$ cat src/hw/rtl/lsc_pkg.sv
// ----------------------------------------------------------------------------
// lsc_pkg
// Shared sizes, codes and transfer structs of the lidar scene classifier.
// ----------------------------------------------------------------------------
package lsc_pkg;

	// Sizing
	localparam int MAX_POINTS = 1024;
	localparam int WINDOW     = 100;

	localparam int RANGE_W = 16;
	localparam int PC_W    = $clog2(MAX_POINTS + 1);
	localparam int SPAN_W  = $clog2(MAX_POINTS);
	localparam int JMP_W   = 10;
	localparam int FAR_W   = 11;
	localparam int DSUM_W  = 27;
	localparam int MEAN_W  = 16;
	localparam int VAL_W   = PC_W;

	localparam int SLOT_W  = (WINDOW > 1) ? $clog2(WINDOW) : 1;
	localparam int CNT_W   = $clog2(WINDOW + 1);
	localparam int JSUM_W  = $clog2(((1 << JMP_W) - 1) * WINDOW + 1);
	localparam int VSUM_W  = $clog2((MAX_POINTS - 1) * WINDOW + 1);
	localparam int MSUM_W  = $clog2(((1 << MEAN_W) - 1) * WINDOW + 1);

	localparam logic [JMP_W-1:0]  JUMP_MAX = '1;
	localparam logic [FAR_W-1:0]  FAR_MAX  = '1;
	localparam logic [DSUM_W-1:0] DSUM_MAX = '1;

	// Jump ratio bounds: 1.35 and 0.65, cross-multiplied by 100
	localparam int JUMP_DEN    = 100;
	localparam int JUMP_HI_NUM = 135;
	localparam int JUMP_LO_NUM = 65;
	localparam int JCMP_W      = RANGE_W + 8;

	// Configuration
	localparam int CFG_IDX_W = 3;
	localparam int CFG_DAT_W = 16;
	localparam int THR_W     = 10;
	localparam int PCT_W     = 7;
	localparam int PCT_SCALE = 100;

	typedef enum logic [CFG_IDX_W-1:0] {
		CFG_FAR_LIMIT  = 3'd0,
		CFG_JUMP_THR   = 3'd1,
		CFG_INDOOR_PCT = 3'd2,
		CFG_DENSE_IN   = 3'd3,
		CFG_DENSE_OUT  = 3'd4
	} cfg_idx_t;

	localparam logic [RANGE_W-1:0] RST_FAR_LIMIT  = 16'd30000;
	localparam logic [THR_W-1:0]   RST_JUMP_THR   = 10'd5;
	localparam logic [PCT_W-1:0]   RST_INDOOR_PCT = 7'd80;
	localparam logic [RANGE_W-1:0] RST_DENSE_IN   = 16'd5000;
	localparam logic [RANGE_W-1:0] RST_DENSE_OUT  = 16'd7000;

	// Classification compare widths
	localparam int LHS_W  = VSUM_W + PCT_W;
	localparam int IPS_W  = PCT_W + CNT_W;
	localparam int RHS_W  = IPS_W + SPAN_W;
	localparam int VCMP_W = (LHS_W > RHS_W) ? LHS_W : RHS_W;
	localparam int DCMP_W = (MSUM_W > RANGE_W + CNT_W) ? MSUM_W : RANGE_W + CNT_W;
	localparam int TCMP_W = (JSUM_W > THR_W + CNT_W) ? JSUM_W : THR_W + CNT_W;

	typedef enum logic [1:0] {
		DENS_DENSE   = 2'd0,
		DENS_SPARSE  = 2'd1,
		DENS_UNKNOWN = 2'd2
	} dens_t;

	localparam int CLS_W = 4;

	typedef enum logic [2:0] {
		ST_IDLE,
		ST_DIV,
		ST_READ,
		ST_UPD,
		ST_MUL,
		ST_PROD,
		ST_CLS,
		ST_EMIT
	} state_t;

	// Per-scan summary at the closing sample
	typedef struct packed {
		logic              enough;
		logic [SPAN_W-1:0] span;
		logic [JMP_W-1:0]  jumps;
		logic [VAL_W-1:0]  valid;
		logic [DSUM_W-1:0] dsum;
	} scan_sum_t;

	typedef struct packed {
		logic rd;
		logic wr;
	} win_ctl_t;

	typedef struct packed {
		logic [JSUM_W-1:0] jsum;
		logic [VSUM_W-1:0] vsum;
		logic [MSUM_W-1:0] msum;
		logic [CNT_W-1:0]  scans;
	} win_sum_t;

	typedef struct packed {
		logic [JMP_W-1:0]  jumps;
		logic [VAL_W-1:0]  valid;
		logic [MEAN_W-1:0] mean;
	} hist_t;

endpackage

$ cat src/hw/rtl/lsc_scan_acc.sv
// ----------------------------------------------------------------------------
// lsc_scan_acc
// Per-scan counters: jumps, far readings and clamped distance sum.
// ----------------------------------------------------------------------------
module lsc_scan_acc (
	input  logic                       clk,
	input  logic                       arst_n,
	input  logic                       accept,
	input  logic [lsc_pkg::RANGE_W-1:0] range_mm,
	input  logic                       scan_end,
	input  logic [lsc_pkg::RANGE_W-1:0] far_limit,
	output lsc_pkg::scan_sum_t         sum
);
	import lsc_pkg::*;

	logic [PC_W-1:0]    pc_q, pc_n;
	logic [RANGE_W-1:0] prior_q;
	logic [JMP_W-1:0]   jmp_q, jmp_n;
	logic [FAR_W-1:0]   far_q, far_n;
	logic [DSUM_W-1:0]  dsum_q, dsum_n;

	logic               take, upd, jump, r_far, p_far;
	logic [RANGE_W-1:0] add;
	logic [DSUM_W:0]    dsum_wide;
	logic [JCMP_W-1:0]  r_scaled, p_hi, p_lo;
	logic [SPAN_W-1:0]  span;

	always_comb begin
		take      = pc_q < PC_W'(MAX_POINTS);
		upd       = take && (pc_q != '0);
		r_scaled  = JCMP_W'(range_mm) * JCMP_W'(JUMP_DEN);
		p_hi      = JCMP_W'(prior_q) * JCMP_W'(JUMP_HI_NUM);
		p_lo      = JCMP_W'(prior_q) * JCMP_W'(JUMP_LO_NUM);
		jump      = (r_scaled > p_hi) || (r_scaled < p_lo);
		r_far     = range_mm > far_limit;
		p_far     = prior_q > far_limit;
		add       = r_far ? far_limit : range_mm;
		dsum_wide = {1'b0, dsum_q} + (DSUM_W+1)'(add);

		pc_n   = take ? pc_q + 1'b1 : pc_q;
		jmp_n  = jmp_q;
		far_n  = far_q;
		dsum_n = dsum_q;
		if (upd) begin
			if (jump && !(p_far && r_far) && jmp_q != JUMP_MAX)
				jmp_n = jmp_q + 1'b1;
			if (r_far && far_q != FAR_MAX)
				far_n = far_q + 1'b1;
			dsum_n = dsum_wide[DSUM_W] ? DSUM_MAX : dsum_wide[DSUM_W-1:0];
		end

		span       = SPAN_W'(pc_n - 1'b1);
		sum.enough = pc_n >= PC_W'(2);
		sum.span   = span;
		sum.jumps  = jmp_n;
		sum.valid  = (VAL_W'(far_n) <= VAL_W'(span)) ? VAL_W'(span) - VAL_W'(far_n) : '0;
		sum.dsum   = dsum_n;
	end

	// Close the scan on scan_end whether or not it produces a result
	always_ff @(posedge clk or negedge arst_n) begin
		if (!arst_n) begin
			pc_q    <= '0;
			prior_q <= '0;
			jmp_q   <= '0;
			far_q   <= '0;
			dsum_q  <= '0;
		end else if (accept) begin
			if (scan_end) begin
				pc_q    <= '0;
				prior_q <= '0;
				jmp_q   <= '0;
				far_q   <= '0;
				dsum_q  <= '0;
			end else begin
				pc_q   <= pc_n;
				jmp_q  <= jmp_n;
				far_q  <= far_n;
				dsum_q <= dsum_n;
				if (take)
					prior_q <= range_mm;
			end
		end
	end

endmodule

$ cat config.mk
export PLATFORM = sky130hd
export DESIGN_NAME = lsc_scan_acc
export DESIGN_NICKNAME = d
export VERILOG_FILES = /design/src/hw/rtl/lsc_pkg.sv /design/src/hw/rtl/lsc_scan_acc.sv
export SDC_FILE = /design/constraint.sdc
export NUM_CORES = 1
export LEC_CHECK = 0
export BUFFER_PORTS_ARGS = -buffer_cell sky130_fd_sc_hd__buf_2
export CAP_MARGIN = 20
export CELL_PAD_IN_SITES_DETAIL_PLACEMENT = 1
export CELL_PAD_IN_SITES_GLOBAL_PLACEMENT = 2
export CORE_MARGIN = 1.5
export CORE_UTILIZATION = 40
export CTS_CLUSTER_DIAMETER = 30
export DETAILED_ROUTE_END_ITERATION = 12
export GPL_TIMING_DRIVEN = 0
export PLACE_DENSITY_LB_ADDON = 0.1
export SLEW_MARGIN = 20
export SYNTH_ARGS = -nofsm -noshare
export SYNTH_HDL_FRONTEND = slang
export SYNTH_SLANG_ARGS = --single-unit
$ cat constraint.sdc
create_clock -name clk -period 14.29 [get_ports clk]
set_input_delay 2.1435 -clock clk [delete_from_list [all_inputs] [get_ports clk]]
set_output_delay 2.1435 -clock clk [all_outputs]
set_load 0.01 [all_outputs]
-- Yosys cells after proc, flatten, opt, wreduce, memory -nomap -nowiden
Index checks and enable logic that the tools add are counted.
- bits in registers: 75
- input port bits: 36
- output and inout bits: 59
- word-level logic and storage cells: 48
- add/subtract/negate cells: 6
- multipliers: 3
- $lt $le $gt $ge: 7
- eq/ne operators: 2
- mux-type cells: 15
- reduce and logical (&&, ||, !) cells: 10
- operators by type and width (cell ; count):
    27-bit 2-to-1 mux ; 3
    11-bit 2-to-1 mux ; 6
    16-bit 2-to-1 mux ; 3
    16-bit greater-than comparator ; 2
    10-bit 2-to-1 mux ; 3
    27-bit by 16-bit adder with 28-bit output ; 1
    23-bit by 24-bit greater-than comparator with 1-bit output ; 1
    16-bit by 8-bit multiplier with 24-bit output, second input constant ; 1
    23-bit < comparator ; 1
    16-bit by 7-bit multiplier with 23-bit output, second input constant ; 1
    11-bit by 1-bit adder with 11-bit output, second input constant ; 2
    16-bit by 5-bit multiplier with 21-bit output, second input constant ; 1
    11-bit by 2-bit >= comparator with 1-bit output, second input constant ; 1
    11-bit by 10-bit less-or-equal comparator with 1-bit output ; 1
    11-bit < comparator, second input constant ; 1
    11-bit inequality test, second input constant ; 1
    11-bit nonzero test ; 1
    10-bit by 11-bit subtractor with 11-bit output ; 1
    10-bit by 1-bit adder with 10-bit output, second input constant ; 1
    10-bit inequality test, second input constant ; 1
    10-bit by 1-bit subtractor with 10-bit output, second input constant ; 1
    1-bit logical AND ; 5
    2-bit AND reduction ; 1
    2-bit nonzero test ; 1
    2 further kinds ; 2

-- Logic depth before layout (Yosys ltp)
Gate-level depths: netlist of the first run.
- word-level depth: 8
- gate-level depth with buffers: 26
- gate-level depth less buffers: 25

-- Least setup slack after synthesis of the first run
No wires, ideal clock.
- path type: input to output
- start point: in range_mm[2] in the netlist's numbering
- end point: out sum[46] in the netlist's numbering
- arrival: 7.133 ns
- required time: 12.146 ns
- setup slack: 5.014 ns
- stages: 24
- cell sequence: ha_1 -> ha_1 -> inv_1 -> fa_1 -> inv_1 -> ha_1 -> nor2b_1 -> o31a_1 -> o211ai_1 -> a21oi_1 -> o31ai_1 -> o2111ai_1 -> a21oi_1 -> xnor2_1 -> ha_1 -> nand4_1 -> nor4bb_1 -> o31a_1 -> a2111oi_0 -> a311oi_1 -> a22oi_2 -> buf_4 -> nor3_1 -> xor2_1
- RTL lines (what ; line ; source):
    start, declared ; lsc_scan_acc.sv:9 ; input logic [lsc_pkg::RANGE_W-1:0] range_mm,
    end, declared ; lsc_scan_acc.sv:12 ; output lsc_pkg::scan_sum_t sum

==> results.py, run 1 <==
metrics = {
    "detailed_routing": {
        "first_pass_iters": 4,
        "antenna_violation_net_count_after_detailed_routing": 0,
        "routedWlPerCell_um": 18.4,
        "drtIter0Drc": 376,
        "route.final.wire_length_um": 36200,
        "route.vias.total": 11000,
        "routed_via_density": 5.59,
        "drcViolationCount": 0,
    },
    "sta": {
        "setup_viol_count_final": 0,
        "fmax_mhz": 94.4,
        "drv_slew": 0,
        "grt_setup_unrepaired": "no",
        "period_needed_ps": 10590,
        "share_of_the_cycle_needed_by_the_critical_path_after_routing": 0.741,
        "timing_worst_slew_pin_value_ps": 914,
        "fin_skew_ps": 10.9,
        "timing.final.hold_violations": 0,
        "setup_tns_ps": 0,
        "final_critical_path_setup_slack_ps": 3700,
        "timing.slew.headroom": 0.375,
    },
    "clock_tree": {
        "cts.repair_timing.setup_buffer_count": 0,
        "cts.repair.resized": 0,
        "clkTransAtPathRegs_ps": 60,
        "clockBufferDepth": 2,
        "post_cts_hold_buffer_count": 0,
        "htree_levels": 3,
        "clkLatencyLatePin_ps": 360,
        "clkSinkCount": 75,
        "cts_tree": "done",
        "tritoncts.num_buffers": 9,
        "library_cell_used_as_clock_root_buffer": "sky130_fd_sc_hd__clkbuf_16",
    },
    "power": {
        "power.static_leakage_nw": 6.60,
        "power.density_cell_area_nw_per_um2": 134,
        "totalPowerFinal_w": 0.00179,
        "vdd_ir_drop_max_mv": 0.109,
    },
    "setup_path": {
        "worst_setup_path_start_kind": "input pin",
        "critical_path_arrival_ps": 8450,
        "critical_path_required_ps": 12150,
        "timing.setup.critical_path_class": "input pin to primary output",
        "critical_path_sink_type": "primary output",
        "path_max_fanout": 10,
    },
    "cells_and_area": {
        "num_antenna_cells": 0,
        "area_growth_syn_to_layout_pct": 10.5,
        "num-nets-final": 1882,
        "drive_above_1_share": 0.0981,
        "stdcell_count": 1970,
    },
    "die": {
        "die_h_um": 177,
        "initial_core_util": 0.407,
        "die_area_um2": 31200,
        "core-area_um2": 29600,
        "floorplan.rows": 63,
        "chipWidth_um": 177,
        "io_pins": 95,
    },
    "grt": {
        "grt_pass1_vias": 11500,
        "grt_start_max_net_pins": 44,
        "grt.total_usage": 0.238,
        "global_route_wire_length_before_repair_um": 59100,
        "initial_antenna_violation_count": 0,
        "overall_overflow_remaining_after_global_route": 0,
    },
    "run_status": {
        "run_status": "finished clean",
    },
    "place": {
        "place.port_buffers": 92,
        "place_ws_ps": 3580,
        "dp_cells": 1954,
        "routabilityCongestion": 0.841,
        "detailed_place_hpwl_um": 29700,
    },
    "synthesis": {
        "post_synthesis_net_count": 1778,
        "synth_async_sr_flop_share": 1.00,
        "synthesis.instances": 1471,
        "synth_cell_type_count": 75,
        "syn_avg_cell_area_um2": 8.19,
        "synthMostInstantiatedCell": "sky130_fd_sc_hd__ha_1",
        "yosys_register_bits": 75,
        "synth.largest_area_cell": "sky130_fd_sc_hd__ha_1",
        "synth_top_flop_cell": "sky130_fd_sc_hd__dfrtp_1",
        "seq_area_frac_synth": 0.156,
        "synthTopCellsByCount": "233 x sky130_fd_sc_hd__ha_1, 193 x sky130_fd_sc_hd__inv_1, 102 x sky130_fd_sc_hd__nor2_1, 88 x sky130_fd_sc_hd__a21oi_1, 86 x sky130_fd_sc_hd__nand2_1",
        "synth.top_cell.area_share": 0.242,
        "synthTopCellsByArea": "sky130_fd_sc_hd__ha_1 24%, sky130_fd_sc_hd__dfrtp_1 16%, sky130_fd_sc_hd__fa_1 6.3%",
        "synthesis.area_um2": 12100,
        "synth.yosys.warnings": 0,
        "number_of_enable_type_register_cells_in_the_synthesized_netlist": 0,
    },
    "flow_run": {
        "drv_cap": 0,
    },
    "hold_path": {
        "hold_path.class": "flip-flop to flip-flop",
    },
}
-- path summary, 6_finish.rpt --
kind                            slack, ps          to        start  depth (start not counted)
worst min register to register        580     pc_q[9]      pc_q[9]                          1
max in group asynchronous           11930  dsum_q[10]       arst_n                          2
worst max-delay path                 3700     sum[40]  range_mm[2]                         26
worst min-delay path                  580     pc_q[9]      pc_q[9]                          1
min in group asynchronous            1740    far_q[4]       arst_n                          1
worst max register to register       7300    jmp_q[2]   prior_q[6]                         23
-- power breakdown --
part / leakage (nW) / switching, W / internal, W
Sequential: 0.975 / 0.0000605 / 0.000252
Clock: 0.132 / 0.000103 / 0.000119
Combinational: 5.49 / 0.000717 / 0.000537
Total: 6.60 / 0.000880 / 0.000908
-- cells in the final DEF (no fill, tap or decap), types with 7 or more instances in the layout --
cell type | Yosys | routed
sky130_fd_sc_hd__o22a_1 | 14 | 14
sky130_fd_sc_hd__o21ai_0 | 71 | 71
sky130_fd_sc_hd__inv_1 | 193 | 193
sky130_fd_sc_hd__a21o_1 | 19 | 19
sky130_fd_sc_hd__a211oi_1 | 13 | 13
sky130_fd_sc_hd__xnor2_1 | 64 | 64
sky130_fd_sc_hd__nand2_1 | 86 | 86
sky130_fd_sc_hd__or3_1 | 8 | 8
sky130_fd_sc_hd__a22o_1 | 22 | 22
sky130_fd_sc_hd__o31ai_1 | 8 | 8
sky130_fd_sc_hd__nor3_1 | 35 | 35
sky130_fd_sc_hd__buf_2 | 6 | 97
sky130_fd_sc_hd__and2_1 | 10 | 10
sky130_fd_sc_hd__dfrtp_1 | 75 | 75
sky130_fd_sc_hd__o2bb2ai_1 | 11 | 11
sky130_fd_sc_hd__o211ai_1 | 11 | 11
sky130_fd_sc_hd__a31oi_1 | 13 | 13
sky130_fd_sc_hd__and3_1 | 20 | 20
sky130_fd_sc_hd__fa_1 | 38 | 38
sky130_fd_sc_hd__clkbuf_1 | 35 | 35
sky130_fd_sc_hd__xor2_1 | 32 | 32
sky130_fd_sc_hd__a21oi_1 | 88 | 88
sky130_fd_sc_hd__and4_1 | 9 | 9
sky130_fd_sc_hd__clkbuf_16 | 0 | 9
sky130_fd_sc_hd__nand3_1 | 44 | 44
sky130_fd_sc_hd__nand2b_1 | 16 | 16
sky130_fd_sc_hd__nor4_1 | 9 | 9
sky130_fd_sc_hd__a311oi_1 | 7 | 7
sky130_fd_sc_hd__ha_1 | 233 | 233
sky130_fd_sc_hd__o21a_1 | 17 | 17
sky130_fd_sc_hd__nor2b_1 | 16 | 16
sky130_fd_sc_hd__o221a_2 | 15 | 15
sky130_fd_sc_hd__nand4_1 | 20 | 20
sky130_fd_sc_hd__nor2_1 | 102 | 102
sky130_fd_sc_hd__mux2i_1 | 14 | 14
-- sequential cells by signal (all words and copies together), names as in the netlist --
signal,count
dsum_q,27
far_q,11
jmp_q,10
pc_q,11
prior_q,16
-- layout make-up --
type | count | area [um^2]
flip-flops and latches | 75 | 1880
repair buffers | 93 | 490
fillers | 3728 | 16300
clock buffers | 9 | 225
plain buffers | 48 | 194
inverters | 193 | 724
well taps | 390 | 488
multi-input cells | 1155 | 9270
clock inverters | 7 | 51.3
-- routing by layer --
layer / wire length, um / track usage / up-vias
met4: 382 / 0.0505 / 0
met5: 0 / 0 / -
met1: 17900 / 0.326 / 5388
met2: 16800 / 0.407 / 128
li1: - / - / 5482
met3: 1150 / 0.0200 / 24
-- critical path, cell delays in order --
cell and delay [ps]:
sky130_fd_sc_hd__buf_2 180, sky130_fd_sc_hd__ha_1 330, sky130_fd_sc_hd__ha_1 290, sky130_fd_sc_hd__inv_1 50
sky130_fd_sc_hd__fa_1 500, sky130_fd_sc_hd__inv_1 40, sky130_fd_sc_hd__ha_1 340, sky130_fd_sc_hd__nor2b_1 160
sky130_fd_sc_hd__o31a_1 270, sky130_fd_sc_hd__o211ai_1 230, sky130_fd_sc_hd__a21oi_1 130, sky130_fd_sc_hd__o31ai_1 510
sky130_fd_sc_hd__o2111ai_1 210, sky130_fd_sc_hd__a21oi_1 200, sky130_fd_sc_hd__xnor2_1 210, sky130_fd_sc_hd__ha_1 320
sky130_fd_sc_hd__nand4_1 200, sky130_fd_sc_hd__nor4bb_1 110, sky130_fd_sc_hd__o31a_1 120, sky130_fd_sc_hd__a2111oi_0 580
sky130_fd_sc_hd__a311oi_1 120, sky130_fd_sc_hd__a22oi_2 440, sky130_fd_sc_hd__buf_2 340, sky130_fd_sc_hd__nor2_1 90
sky130_fd_sc_hd__xnor2_1 160, sky130_fd_sc_hd__buf_2 150
-- per-stage QoR --
step	utilization	cell area (um^2)	hold WS [ps]
6_report	0.449	13300	575
3_3_place_gp	0.439	13000	545
4_1_cts	0.449	13300	567
5_1_grt	0.449	13300	585
2_1_floorplan	-	12100	485
3_5_place_dp	0.440	13000	548
-- cells by family (layout without fill, tap and decap cells) --
logic type	after synthesis	count (layout)	share of synthesized area
XOR/XNOR	96	96	0.0698
AO/OA/AOI/OAI	376	376	0.216
multiplexers	18	18	0.0154
adder cells (fa/ha/maj)	271	271	0.305
AND/OR/NAND/NOR	394	394	0.162
buffers and inverters	241	350	0.0762
flip-flops	75	75	0.156
Note: power is estimated with default switching activity, not from simulation.
==> run 2, diff against run 1 <==
CORE_UTILIZATION = 34   (was 40)
clock period = 8.6 ns   (was 14.29 ns; I/O delays follow)
==> results.py, run 2 (synthesized netlist as in run 1, its figures left out) <==
metrics = {
    "power": {
        "power.static_leakage_nw": 6.72,
        "combinationalPowerShare": 0.711,
        "power.density_cell_area_nw_per_um2": 228,
        "clkPwrFrac": 0.124,
        "vdd_ir_drop_max_mv": 0.130,
        "cell_internal_pwr_w": 0.00159,
        "share_seq_of_total_power": 0.165,
        "power_switching_share": 0.493,
        "totalPowerFinal_w": 0.00314,
        "p_sw_w": 0.00155,
    },
    "sta": {
        "fin_skew_ps": 16.1,
        "period_needed_ps": 8320,
        "drv_slew": 0,
        "timing_worst_slew_pin_value_ps": 923,
        "share_of_the_cycle_needed_by_the_critical_path_after_routing": 0.968,
        "timing.slew.headroom": 0.369,
        "setup_viol_count_final": 0,
        "fmax_mhz": 120,
        "timing.final.hold_violations": 0,
    },
    "die": {
        "die_h_um": 191,
        "die_area_um2": 36600,
        "io_pins": 95,
        "core-area_um2": 34700,
        "initial_core_util": 0.347,
        "floorplan.rows": 68,
        "chipWidth_um": 191,
    },
    "cells_and_area": {
        "num-nets-final": 1893,
        "commonest_cells_after_routing_fill_and_taps_aside": "225 x sky130_fd_sc_hd__ha_1, 192 x sky130_fd_sc_hd__inv_1, 101 x sky130_fd_sc_hd__nor2_1, 91 x sky130_fd_sc_hd__buf_2, 86 x sky130_fd_sc_hd__nand2_1",
        "layout.cells.most_common": "sky130_fd_sc_hd__ha_1",
        "largest_register": "dsum_q",
        "largest_register_ffs": 27,
        "register_area_um2": 1890,
        "area_growth_syn_to_layout_pct": 14.3,
        "reg.largest.list": "dsum_q (27), prior_q (16)",
        "drive_above_1_share": 0.126,
        "stdcell_count": 2046,
        "filler_cell_count": 4261,
        "num_antenna_cells": 0,
        "multi_input_gate_area_um2": 9500,
    },
    "grt": {
        "global_route_wire_length_before_repair_um": 61100,
        "grt.total_usage": 0.212,
        "grt_start_max_net_pins": 42,
        "initial_antenna_violation_count": 1,
        "overall_overflow_remaining_after_global_route": 0,
        "grt_pass1_vias": 11300,
    },
    "detailed_routing": {
        "first_pass_iters": 5,
        "routedWlPerCell_um": 18.9,
        "drcViolationCount": 0,
        "antenna_violation_net_count_after_detailed_routing": 0,
        "routed_via_density": 5.41,
        "drtIter0Drc": 376,
        "route.final.wire_length_um": 38600,
        "route.vias.total": 11100,
    },
    "clock_tree": {
        "htree_levels": 3,
        "clkLatencyLatePin_ps": 350,
        "clkSinkCount": 75,
        "library_cell_used_as_clock_root_buffer": "sky130_fd_sc_hd__clkbuf_16",
        "cts_tree": "done",
        "tritoncts.num_buffers": 9,
        "clkTransAtPathRegs_ps": 80,
        "clockBufferDepth": 2,
    },
    "place": {
        "dp_cells": 2019,
        "routabilityCongestion": 0.808,
        "detailed_place_hpwl_um": 31200,
        "place.port_buffers": 92,
    },
    "run_status": {
        "run_status": "finished clean",
    },
    "setup_path": {
        "worst_setup_path_start_kind": "input pin",
        "timing.setup.critical_path_class": "input pin to primary output",
        "critical_path_required_ps": 7310,
        "critical_path_arrival_ps": 7030,
        "path_max_fanout": 6,
        "critical_path_sink_type": "primary output",
    },
    "hold_path": {
        "hold_path.class": "flip-flop to flip-flop",
    },
    "flow_run": {
        "drv_cap": 0,
    },
}
[run 2: changes by cell type in the layout (fill, tap and decap cells not counted), sizes merged]
cell and change:
buf +9, clkbuf +2, clkinv -2, clkinvlp -1
inv +3
[run 2: per-stage QoR]
| stage | utilization | setup WS (ps) | hold WS (ps) | TNS (ps) | cell area (um^2) |
|---|---|---|---|---|---|
| after global placement | 0.377 | -787 | 550 | -7350 | 13100 |
| after floorplan | - | 1030 | 485 | 0 | 12100 |
| after detailed placement | 0.378 | -826 | 561 | -7680 | 13100 |
| final | 0.397 | 279 | 572 | 0 | 13800 |
| after CTS | 0.389 | 11.1 | 581 | 0 | 13500 |
| after global routing | 0.397 | -41.3 | 598 | -41.3 | 13800 |
[run 2: critical path, cell delays in order]
cell and delay (ps):
sky130_fd_sc_hd__buf_6 120, sky130_fd_sc_hd__ha_4 250, sky130_fd_sc_hd__ha_4 250, sky130_fd_sc_hd__inv_1 40, sky130_fd_sc_hd__fa_1 490, sky130_fd_sc_hd__inv_2 50, sky130_fd_sc_hd__ha_4 230, sky130_fd_sc_hd__nor2b_2 160
sky130_fd_sc_hd__o31a_1 340, sky130_fd_sc_hd__o211ai_1 280, sky130_fd_sc_hd__a21oi_2 140, sky130_fd_sc_hd__o31ai_4 360, sky130_fd_sc_hd__buf_6 160, sky130_fd_sc_hd__o21bai_1 70, sky130_fd_sc_hd__a21oi_2 170, sky130_fd_sc_hd__xnor2_2 180
sky130_fd_sc_hd__ha_1 310, sky130_fd_sc_hd__buf_4 140, sky130_fd_sc_hd__a21oi_1 150, sky130_fd_sc_hd__a2bb2oi_1 170, sky130_fd_sc_hd__o21ai_0 170, sky130_fd_sc_hd__a2111oi_4 400, sky130_fd_sc_hd__a311oi_2 90, sky130_fd_sc_hd__a22oi_2 430
sky130_fd_sc_hd__buf_6 210, sky130_fd_sc_hd__nor3_4 50, sky130_fd_sc_hd__xor2_1 190, sky130_fd_sc_hd__buf_2 160
[run 2: power groups by stage]
stage / Combinational (W) / Sequential [W] / Clock [W]
after detailed placement: 0.00211 / 0.000523 / 0
after global placement: 0.00207 / 0.000520 / 0
after global routing: 0.00251 / 0.000531 / 0.000415
after CTS: 0.00217 / 0.000517 / 0.000403
final: 0.00223 / 0.000517 / 0.000389
after floorplan: 0.00152 / 0.000488 / 0
[run 2: final timing paths]
| path | start | end | slack [ps] | depth (start not counted) |
|---|---|---|---|---|
| max in group asynchronous | arst_n | prior_q[6] | 7020 | 2 |
| min reg2reg | far_q[1] | far_q[1] | 570 | 1 |
| min | far_q[1] | far_q[1] | 570 | 1 |
| min in group asynchronous | arst_n | far_q[7] | 920 | 1 |
| max | range_mm[3] | sum[46] | 280 | 28 |
| max reg2reg | prior_q[6] | jmp_q[1] | 1920 | 25 |
[run 2: layout make-up]
type	instances	area share
repair buffers	104	0.0436
clock buffers	9	0.0164
inverters	193	0.0526
clock inverters	7	0.00454
plain buffers	48	0.0148
well taps	455	0.0413
flip-flops and latches	75	0.137
multi-input cells	1155	0.690
[run 2: metal layers]
layer / share of wire / GRT usage / wire length (um)
met1: 0.52 / 0.313 / 20200
met2: 0.45 / 0.342 / 17300
met3: 0.025 / 0.0200 / 980
met4: 0.0050 / 0.0273 / 194
met5: 0.00034 / 0 / 13
[run 2: repair_timing]
item | CTS | global route
endpoints found under the hold margin | 0 | 0
resized for setup | 15 | 43
pin swaps | 6 | 19
cloned | 0 | 1
hold buffers | 0 | 0
endpoints found under the setup margin | 10 | 10
buffers inserted | 2 | 8
